===== src/hw/rtl/lfu_pkg.sv =====
// shared constants and types for the lfu page replacement unit
`default_nettype none
package lfu_pkg;

    localparam int NUM_FRAMES_DEF = 8;
    localparam int PAGE_W         = 16;
    localparam int CNT_W          = 16;
    localparam int TIME_W         = 32;
    localparam int FAULT_W        = 32;
    localparam int CFG_W          = 4;
    localparam int IDX_OUT_W      = 3;
    localparam int IN_DATA_W      = 16;
    localparam int OUT_FIELDS_W   = 1 + IDX_OUT_W + 1 + PAGE_W + FAULT_W;
    localparam int OUT_DATA_W     = ((OUT_FIELDS_W + 7) / 8) * 8;

    localparam logic [CFG_W-1:0]   CFG_RESET = CFG_W'(8);
    localparam logic [CNT_W-1:0]   CNT_MAX   = '1;
    localparam logic [TIME_W-1:0]  TIME_MAX  = '1;
    localparam logic [FAULT_W-1:0] FAULT_MAX = '1;

    // output tdata bit positions
    localparam int O_HIT    = 0;
    localparam int O_IDX_LO = 1;
    localparam int O_EV     = O_IDX_LO + IDX_OUT_W;
    localparam int O_EVP_LO = O_EV + 1;
    localparam int O_FLT_LO = O_EVP_LO + PAGE_W;

    typedef enum logic [3:0] {
        S_IDLE = 4'b0001,
        S_SCAN = 4'b0010,
        S_UPD  = 4'b0100,
        S_WAIT = 4'b1000
    } t_state;

    typedef struct packed {
        logic [PAGE_W-1:0] page;
        logic [CNT_W-1:0]  cnt;
        logic [TIME_W-1:0] last;
    } t_entry;

endpackage
`default_nettype wire


===== src/hw/rtl/lfu_page_replacement_unit.sv =====
// lfu page replacement unit: frame table, scan sequencer and result register
//
// One page reference is taken at a time. The frame table has a single read
// port, so the scan reads one entry of the n active frames (frames_in_use
// clamped to 1..NUM_FRAMES) per cycle into one shared compare stage that
// tracks the hit, the first empty frame and the least-used victim; then the
// update state writes the chosen frame and loads the result register.
// A settle state follows the update and the input is ready again in the
// cycle after it, so a new reference is accepted only after the last one is
// written; if the previous result is still held, the update waits for it to
// be taken.
`default_nettype none
module lfu_page_replacement_unit #(
    parameter int NUM_FRAMES = lfu_pkg::NUM_FRAMES_DEF
) (
    input  wire logic                           i_clk,
    input  wire logic                           i_rst_n,
    input  wire logic                           i_cfg_wr_en,
    input  wire logic [lfu_pkg::CFG_W-1:0]      i_cfg_wr_data,  // frames_in_use
    input  wire logic                           s_axis_tvalid,
    output      logic                           s_axis_tready,
    input  wire logic [lfu_pkg::IN_DATA_W-1:0]  s_axis_tdata,   // page
    output      logic                           m_axis_tvalid,
    input  wire logic                           m_axis_tready,
    // hit, frame_index, evicted_valid, evicted_page, fault_count, zero pad
    output      logic [lfu_pkg::OUT_DATA_W-1:0] m_axis_tdata
);

    localparam int IW = (NUM_FRAMES > 1) ? $clog2(NUM_FRAMES) : 1;
    localparam logic [IW-1:0] LAST_MAX = IW'(NUM_FRAMES - 1);

    lfu_pkg::t_state r_state, n_state;

    logic [lfu_pkg::CFG_W-1:0]   r_fiu;
    logic [NUM_FRAMES-1:0]       r_occ;
    lfu_pkg::t_entry             r_mem [NUM_FRAMES];
    lfu_pkg::t_entry             r_rd_data;
    logic [lfu_pkg::TIME_W-1:0]  r_time;
    logic [lfu_pkg::FAULT_W-1:0] r_fault;

    logic [lfu_pkg::PAGE_W-1:0]  r_page;
    logic [IW-1:0]               r_last;
    logic [IW-1:0]               r_addr;
    logic                        r_issue_on;
    logic                        r_rd_vld;
    logic [IW-1:0]               r_rd_idx;

    logic                        r_found;
    logic [IW-1:0]               r_hit_idx;
    logic [lfu_pkg::CNT_W-1:0]   r_hit_cnt;
    logic                        r_empty_found;
    logic [IW-1:0]               r_empty_idx;
    logic [IW-1:0]               r_best_idx;
    logic [lfu_pkg::CNT_W-1:0]   r_best_cnt;
    logic [lfu_pkg::TIME_W-1:0]  r_best_time;
    logic [lfu_pkg::PAGE_W-1:0]  r_best_page;

    logic                           r_out_valid;
    logic [lfu_pkg::OUT_FIELDS_W-1:0] r_out_data;

    logic                        w_accept;
    logic                        w_upd_go;
    logic                        w_scan_done;
    logic [IW-1:0]               w_last;
    logic                        w_occ;
    logic                        w_match;
    logic                        w_better;
    logic [IW-1:0]               w_slot;
    logic                        w_ev;
    logic [lfu_pkg::CNT_W-1:0]   w_new_cnt;
    logic [lfu_pkg::FAULT_W-1:0] w_new_fault;
    lfu_pkg::t_entry             w_wr_entry;

    assign s_axis_tready = (r_state == lfu_pkg::S_IDLE);
    assign w_accept      = s_axis_tvalid && s_axis_tready;
    assign w_scan_done   = r_rd_vld && (r_rd_idx == r_last);
    assign w_upd_go      = (r_state == lfu_pkg::S_UPD) && (!r_out_valid || m_axis_tready);

    // clamp the active frame count to 1..NUM_FRAMES, kept as last index
    always_comb begin
        if (r_fiu == '0) begin
            w_last = '0;
        end else if (32'(r_fiu) > NUM_FRAMES) begin
            w_last = LAST_MAX;
        end else begin
            w_last = IW'(32'(r_fiu) - 32'd1);
        end
    end

    assign w_occ    = r_occ[r_rd_idx];
    assign w_match  = w_occ && (r_rd_data.page == r_page);
    assign w_better = (r_rd_data.cnt < r_best_cnt) ||
                      ((r_rd_data.cnt == r_best_cnt) && (r_rd_data.last > r_best_time));

    always_comb begin
        if (r_found) begin
            w_slot = r_hit_idx;
        end else if (r_empty_found) begin
            w_slot = r_empty_idx;
        end else begin
            w_slot = r_best_idx;
        end
    end

    assign w_ev        = !r_found && !r_empty_found;
    assign w_new_cnt   = r_found ? ((r_hit_cnt == lfu_pkg::CNT_MAX) ? r_hit_cnt
                                                                    : r_hit_cnt + 1'b1)
                                 : lfu_pkg::CNT_W'(1);
    assign w_new_fault = (r_found || r_fault == lfu_pkg::FAULT_MAX) ? r_fault
                                                                   : r_fault + 1'b1;
    assign w_wr_entry  = '{page: r_page, cnt: w_new_cnt, last: r_time};

    always_comb begin
        n_state = r_state;
        unique case (r_state)
            lfu_pkg::S_IDLE: begin
                if (w_accept) n_state = lfu_pkg::S_SCAN;
            end
            lfu_pkg::S_SCAN: begin
                if (w_scan_done) n_state = lfu_pkg::S_UPD;
            end
            lfu_pkg::S_UPD: begin
                if (w_upd_go) n_state = lfu_pkg::S_WAIT;
            end
            lfu_pkg::S_WAIT: begin
                n_state = lfu_pkg::S_IDLE;
            end
            default: n_state = lfu_pkg::S_IDLE;
        endcase
    end

    // control state
    always_ff @(posedge i_clk) begin
        if (!i_rst_n) begin
            r_state     <= lfu_pkg::S_IDLE;
            r_fiu       <= lfu_pkg::CFG_RESET;
            r_occ       <= '0;
            r_time      <= '0;
            r_fault     <= '0;
            r_issue_on  <= 1'b0;
            r_rd_vld    <= 1'b0;
            r_out_valid <= 1'b0;
        end else begin
            r_state <= n_state;
            if (i_cfg_wr_en) r_fiu <= i_cfg_wr_data;
            r_rd_vld <= (r_state == lfu_pkg::S_SCAN) && r_issue_on;
            if (w_accept) begin
                r_issue_on <= 1'b1;
            end else if (r_issue_on && r_addr == r_last) begin
                r_issue_on <= 1'b0;
            end
            if (w_upd_go) begin
                r_occ[w_slot] <= 1'b1;
                r_fault       <= w_new_fault;
                if (r_time != lfu_pkg::TIME_MAX) r_time <= r_time + 1'b1;
                r_out_valid   <= 1'b1;
            end else if (m_axis_tready) begin
                r_out_valid   <= 1'b0;
            end
        end
    end

    // frame table
    always_ff @(posedge i_clk) begin
        if (w_upd_go) r_mem[w_slot] <= w_wr_entry;
        r_rd_data <= r_mem[r_addr];
    end

    // scan address, compare stage and result payload
    always_ff @(posedge i_clk) begin
        if (w_accept) begin
            r_page <= s_axis_tdata[lfu_pkg::PAGE_W-1:0];
            r_last <= w_last;
            r_addr <= '0;
        end else if (r_issue_on && r_addr != r_last) begin
            r_addr <= r_addr + 1'b1;
        end
        r_rd_idx <= r_addr;
        if (r_rd_vld) begin
            if (r_rd_idx == '0) begin
                r_found       <= w_match;
                r_hit_idx     <= '0;
                r_hit_cnt     <= r_rd_data.cnt;
                r_empty_found <= !w_occ;
                r_empty_idx   <= '0;
                r_best_idx    <= '0;
                r_best_cnt    <= r_rd_data.cnt;
                r_best_time   <= r_rd_data.last;
                r_best_page   <= r_rd_data.page;
            end else begin
                if (!r_found && w_match) begin
                    r_found   <= 1'b1;
                    r_hit_idx <= r_rd_idx;
                    r_hit_cnt <= r_rd_data.cnt;
                end
                if (!r_empty_found && !w_occ) begin
                    r_empty_found <= 1'b1;
                    r_empty_idx   <= r_rd_idx;
                end
                if (w_better) begin
                    r_best_idx  <= r_rd_idx;
                    r_best_cnt  <= r_rd_data.cnt;
                    r_best_time <= r_rd_data.last;
                    r_best_page <= r_rd_data.page;
                end
            end
        end
        if (w_upd_go) begin
            r_out_data <= {w_new_fault,
                           w_ev ? r_best_page : lfu_pkg::PAGE_W'(0),
                           w_ev,
                           lfu_pkg::IDX_OUT_W'(w_slot),
                           r_found};
        end
    end

    assign m_axis_tvalid = r_out_valid;
    assign m_axis_tdata  = lfu_pkg::OUT_DATA_W'(r_out_data);

endmodule
`default_nettype wire


===== config.mk =====
export PLATFORM = sky130hd
export DESIGN_NAME = lfu_page_replacement_unit
export DESIGN_NICKNAME = d
export VERILOG_FILES = /design/src/hw/rtl/lfu_pkg.sv /design/src/hw/rtl/lfu_page_replacement_unit.sv
export SDC_FILE = /design/constraint.sdc
export NUM_CORES = 1
export LEC_CHECK = 0
export BUFFER_PORTS_ARGS = -buffer_cell sky130_fd_sc_hd__buf_2
export CAP_MARGIN = 10
export CORE_MARGIN = 8
export CORE_UTILIZATION = 60
export CTS_BUF_LIST = sky130_fd_sc_hd__clkbuf_4
export DETAILED_ROUTE_END_ITERATION = 8
export GPL_ROUTABILITY_DRIVEN = 0
export PLACE_DENSITY_LB_ADDON = 0.25
export REMOVE_ABC_BUFFERS = 1
export SLEW_MARGIN = 20
export SYNTH_ARGS = -nofsm -noshare
export SYNTH_HDL_FRONTEND = slang
export SYNTH_SLANG_ARGS = --single-unit

===== constraint.sdc =====
create_clock -name i_clk -period 9.1 [get_ports i_clk]
set_input_delay 1.82 -clock i_clk [delete_from_list [all_inputs] [get_ports i_clk]]
set_output_delay 1.82 -clock i_clk [all_outputs]
set_load 0.01 [all_outputs]

### Word level (Yosys, flattened, before mapping)

Memory sizes are Yosys's and may differ from the RTL's. A register that Yosys moved wholly into a read port is not among the register bits.
Cells that the tools add are included.

| operators by class | value |
|---|---|
| $add $sub $neg | 5 |
| $lt $le $gt $ge | 6 |
| equal/unequal tests | 14 |
| muxes and demuxes | 35 |
| bitwise logic cells | 1 |
| reduce and logical (&&, ||, !) cells | 31 |

Operator list:

| kind | number |
|---|---|
| $mux 16 | 8 |
| $mux 32 | 3 |
| $add 32x1->32 const B | 2 |
| $eq 16x16->1 | 2 |
| $eq 32x32->1 const B | 1 |
| $gt 32x32->1 | 1 |
| $ne 32x32->1 const B | 1 |
| $mux 3 | 6 |
| $add 16x1->16 const B | 1 |
| $eq 16x16->1 const B | 1 |
| $lt 16x16->1 | 1 |
| $logic_and 1x1->1 | 12 |
| $mux 1 | 12 |
| $mux 4 | 3 |
| $pmux 4 s3 | 1 |
| $reduce_bool 2->1 | 5 |
| $lt 3x4->1 const B | 2 |
| $or 8x8->8 | 1 |
| $reduce_and 2->1 | 4 |
| $eq 3x3->1 | 2 |
| $eq 4x1->1 const B | 1 |
| $eq 4x2->1 const B | 1 |
| $eq 4x3->1 const B | 1 |
| $gt 4x4->1 const B | 1 |
| 13 further kinds | 19 |

| word-level totals | value |
|---|---|
| bits in registers | 252 |
| bits in writable memories | 512 |
| input bits | 25 |
| output and inout bits | 58 |
| memories | 1 |

Memory list:

| memory | words | width | read ports | clocked after Yosys merged registers in | write ports | line | RTL |
|---|---|---|---|---|---|---|---|
| r_mem | 8 | 64 | 1 | 1 | 1 | lfu_page_replacement_unit.sv:36 | `lfu_pkg::t_entry r_mem [NUM_FRAMES];` |

### Logic depth before layout (Yosys ltp)

| logic depth | value |
|---|---|
| word-level depth | 7 |
| depth in mapped cells | 8 |

### Worst setup path after synthesis

OpenSTA, ideal clock, no wires.

| timing | value |
|---|---|
| path type | input to register |
| from | input port m_axis_tready |
| to | memory r_mem[7][0] in the netlist's numbering (enable) |
| arrival | 7,186 ps |
| required time | 8,612 ps |
| slack | 1,426 ps |
| stages | 7 |
| path buffers | 2 |
| path through | nand2b_1 nand2_1 inv_1 buf_6 clkbuf_1 nand2_1 nor2_1 |

| between the ends | value |
|---|---|
| longest elaborated chain between the ends | 4 |

RTL lines:

| element | line | RTL |
|---|---|---|
| start: declaration | lfu_page_replacement_unit.sv:24 | `input wire logic m_axis_tready,` |
| $logic_or 1x1->1 | lfu_page_replacement_unit.sv:77 | `assign w_upd_go = (r_state == lfu_pkg::S_UPD) && (!r_out_valid \|\| m_axis_tready);` |
| $logic_and 1x1->1 | lfu_page_replacement_unit.sv:77 |  |
| via w_upd_go | lfu_page_replacement_unit.sv:62 | `logic w_upd_go;` |
| $mux 1 | lfu_page_replacement_unit.sv:165 | `if (w_upd_go) r_mem[w_slot] <= w_wr_entry;` |
| $mux 1 (implied by the code) | lfu_page_replacement_unit.sv:165 |  |
| end: declaration | lfu_page_replacement_unit.sv:36 |  |

The timed path passes the listed nets, and every way through them passes these cells.

### Worst setup path after layout

| timing | value |
|---|---|
| from | register r_state[0] |
| to | output port s_axis_tready |

| between the ends | value |
|---|---|
| longest elaborated chain between the ends | 1 |

RTL lines:

| element | line | RTL |
|---|---|---|
| start: declaration | lfu_page_replacement_unit.sv:32 | `lfu_pkg::t_state r_state, n_state;` |
| start signal: assignment | lfu_page_replacement_unit.sv:135 | `r_state <= lfu_pkg::S_IDLE;` |
| start signal: assignment | lfu_page_replacement_unit.sv:144 | `r_state <= n_state;` |
| $eq 4x1->1 | lfu_page_replacement_unit.sv:74 | `assign s_axis_tready = (r_state == lfu_pkg::S_IDLE);` |
| end: declaration | lfu_page_replacement_unit.sv:21 | `output logic s_axis_tready,` |

Every way passes these cells.

==> results.yml <==
timing:
  fin_clk_skew_ns: 0.0577
  relSlewSlack_pct: 24.7
  hold_viol_final: 0
  achievable_freq_mhz: 259
  final_max_slew_viol_count: 0
  setup_viol_count_final: 0
  rsz0062_at_grt: "no"
  final_period_minus_worst_setup_slack_ns: 3.86
  timing_worst_slew_pin_value_ns: 1.13
  timing.hold.ws_ns: 0.413
  layout_worst_path_cycle_share_pct: 42.4
  setup_total_negative_slack_ns: 0
global_routing:
  grt_max_degree: 91
  remaining_overflow_grt: 0
  via_count_of_the_first_global_routing_pass: 17579
  grt_pass1_wl_mm: 95.3
  grtUsageTotal_pct: 20.3
  antenna_found_initial: 2
worst_setup_path:
  crit_path_cell_trace: "nor4b_1 > buf_2"
  crit_slowest_cell: "sky130_fd_sc_hd__dfxtp_1"
  critical_path.endpoint_type: "primary output"
  setup.worst_path.start_class: "flip-flop"
  critPathLaunch: "r_state[0]"
  critical_path_peak_fanout: 8
  critPathArrivalTime_ns: 2.04
  largest_delay_share_family_worst_path: "flip-flops"
  worstReg2RegStart: "r_rd_data[29]"
  worst-setup-path-type: "flip-flop to primary output"
  required_ns: 7.28
  critPathBufInv: 1
  cp_slowest_stage_delay_ns: 0.46
yosys:
  synth_mux_area_share_pct: 11.7
  synth.area.top_cells: "sky130_fd_sc_hd__edfxtp_1, sky130_fd_sc_hd__dfxtp_1, sky130_fd_sc_hd__mux4_2, sky130_fd_sc_hd__xnor2_1, sky130_fd_sc_hd__mux2_2"
  synth_adder_area_share_pct: 2.06
  synth_commonest_cells: "sky130_fd_sc_hd__edfxtp_1, sky130_fd_sc_hd__dfxtp_1, sky130_fd_sc_hd__mux4_2"
  post-synth-top-count-cell: "sky130_fd_sc_hd__edfxtp_1"
  synth_seq_cells: 828
  share_of_the_synthesized_area_in_compound_gates_ao_oa_aoi_oai_pct: 2.22
  synthesis.area_um2: 32100
  synth_top_cell_by_area: "sky130_fd_sc_hd__edfxtp_1"
  postSynthCellCount: 1824
  synthSimpleGateAreaFrac_pct: 6.47
  synth-edff-count: 675
  synth_largest_type_area_fraction_pct: 63.1
  number_of_warning_messages_in_the_yosys_log: 0
  synthDistinctLibCells: 65
  ys.flop_type: "sky130_fd_sc_hd__edfxtp_1"
  synth-xor-area-share_pct: 3.08
  yosysSeqAreaShare_pct: 72.6
  avgSynthCellArea_um2: 17.6
  combinational_family_with_the_most_area_after_synthesis: "multiplexers"
  ys_async_sr_fraction_pct: 0
clocking:
  htree_levels: 4
  clk_root_buffer_cell: "sky130_fd_sc_hd__clkbuf_4"
  ctsResizeCount: 0
  cts-root-to-sink-buffers: 3
  post_cts.repair.setup_buffers: 0
  cts.reportedPaths.clkPinSlew_ns: 0.07
  clock_sinks: 828
  tritoncts.num_buffers: 197
  insertion_delay_ns: 1.02
  cts_hold_buf: 0
  cts_tree: "built"
power_and_ir_drop:
  netSwitchingFraction_pct: 23.7
  cellInternalPower_uw: 6060
  power.share.sequential_pct: 54.4
  power_per_standard_cell_area_nw_per_um2: 221
  static-leakage-power_uw: 0.0118
  switching_power_uw: 1880
  power.share.combinational_pct: 7.8
  pwr-share-clk_pct: 37.8
  vdd.ir_drop.worst_mv: 0.176
layout:
  layout-drive-gt1-share_pct: 28.8
  num-fill-cells: 3652
  flow.area_growth_from_synthesis_pct: 12.1
  combined_area_of_the_multi_input_logic_cells_um2: 8300
  sequential_cell_area_um2: 23300
  finish.net_count: 2137
floorplanning:
  initial_cell_density_of_the_core_pct: 60.2
  io_pins: 83
  fp.coreArea_um2: 53400
  chipHeight_um: 247
  placementRows: 85
  chipWidth_um: 247
  dieArea_um2: 61200
detailed_routing:
  drt_pass1_iterations: 5
  drt-wirelength-per-cell_um: 20.6
  drt-total-wl_mm: 60.6
  detailedRoute.firstIterationViolations: 1291
  postRouteAntennaNets: 0
  post-route-drc-count: 0
  vias_per_cell: 5.70
  dr_total_vias: 16752
placement:
  portBuffers: 79
  hpwl_mm: 34.1
hold_path:
  timing.hold.worst.class: "flip-flop to flip-flop"
  worst_hold_startpoint: "r_rd_data[5]"
flow_run:
  count_of_max_cap_constraint_violations: 0
run_status:
  run_status: "completed"
final timing paths:
path / endpoint / slack (ns) / cells past startpoint
max reg2reg: r_best_page[8] / 5.48 / 7
min: r_best_time[5] / 0.41 / 0
max: s_axis_tready / 5.24 / 2
min reg2reg: r_best_time[5] / 0.41 / 0
layout make-up:
| type | count | area share (%) |
|---|---|---|
| Sequential cell | 828 | 64.8 |
| Clock buffer | 288 | 6.01 |
| Tap cell | 696 | 2.42 |
| Multi-Input combinational cell | 863 | 23.0 |
| Antenna cell | 7 | 0.0487 |
| Clock inverter | 86 | 1.26 |
| Inverter | 63 | 0.660 |
| Timing Repair Buffer | 106 | 1.72 |
sequential cells by signal, indices dropped and copies added, names as in the netlist, 3 cells and up:
register     flops
r_mem          512
r_hit_cnt       16
r_best_idx       3
r_page          16
r_last           3
r_occ            8
r_state          4
r_rd_idx         3
r_time          32
r_fault         32
r_hit_idx        3
r_empty_idx      3
r_addr           3
r_best_cnt      16
r_fiu            4
r_best_time     32
r_rd_data       64
r_out_data      53
r_best_page     16
power groups by stage:
stage	clock (µW)	sequential (µW)	combinational, µW
floorplan	0	4430	512
global placement	0	4410	618
detailed placement	0	4410	628
CTS	3090	4330	633
global route	3290	4340	674
finish	3000	4320	619
metal layers:
layer / GRT usage (%) / part of all wire [%] / up-vias
met5: 0 / 0 / -
met4: 8.25 / 2.1 / 0
met3: 4.83 / 5.7 / 105
met2: 32.4 / 49 / 494
met1: 27.1 / 43 / 8482
li1: - / - / 7671
cells in the final DEF (no fill, tap or decap), types with 53 or more instances in the layout:
master,instances
sky130_fd_sc_hd__ha_1,53
sky130_fd_sc_hd__clkbuf_4,288
sky130_fd_sc_hd__dfxtp_1,150
sky130_fd_sc_hd__xnor2_1,89
sky130_fd_sc_hd__edfxtp_1,675
sky130_fd_sc_hd__mux4_2,130
sky130_fd_sc_hd__inv_1,61
sky130_fd_sc_hd__nand2_1,70
sky130_fd_sc_hd__and2_1,76
sky130_fd_sc_hd__clkinv_1,60
sky130_fd_sc_hd__mux2_2,65
sky130_fd_sc_hd__buf_2,79
through the flow:
stage | area [µm²] | worst slack (ns) | total power, µW | std cells | utilization [%]
finish | 36000 | 5.24 | 7950 | 2937 | 67.4
global route | 36000 | 5.15 | 8300 | 2936 | 67.4
CTS | 36000 | 5.17 | 8050 | 2929 | 67.4
detailed placement | 33300 | 4.26 | 5040 | 2555 | 62.4
global placement | 33300 | 4.37 | 5020 | 2555 | 62.4
floorplan | 31800 | 1.91 | 4940 | 1754 | -
kinds of logic after synthesis:
logic type                 after synthesis
DFF                                    828
and+or+nand+nor                        381
muxes                                  206
buffers and inverters                  135
xor gates and xnor gates               113
AOI/OAI and AO/OA                      107
adders and majority gates               53
other                                    1
Power figures use the tool's default switching activity.
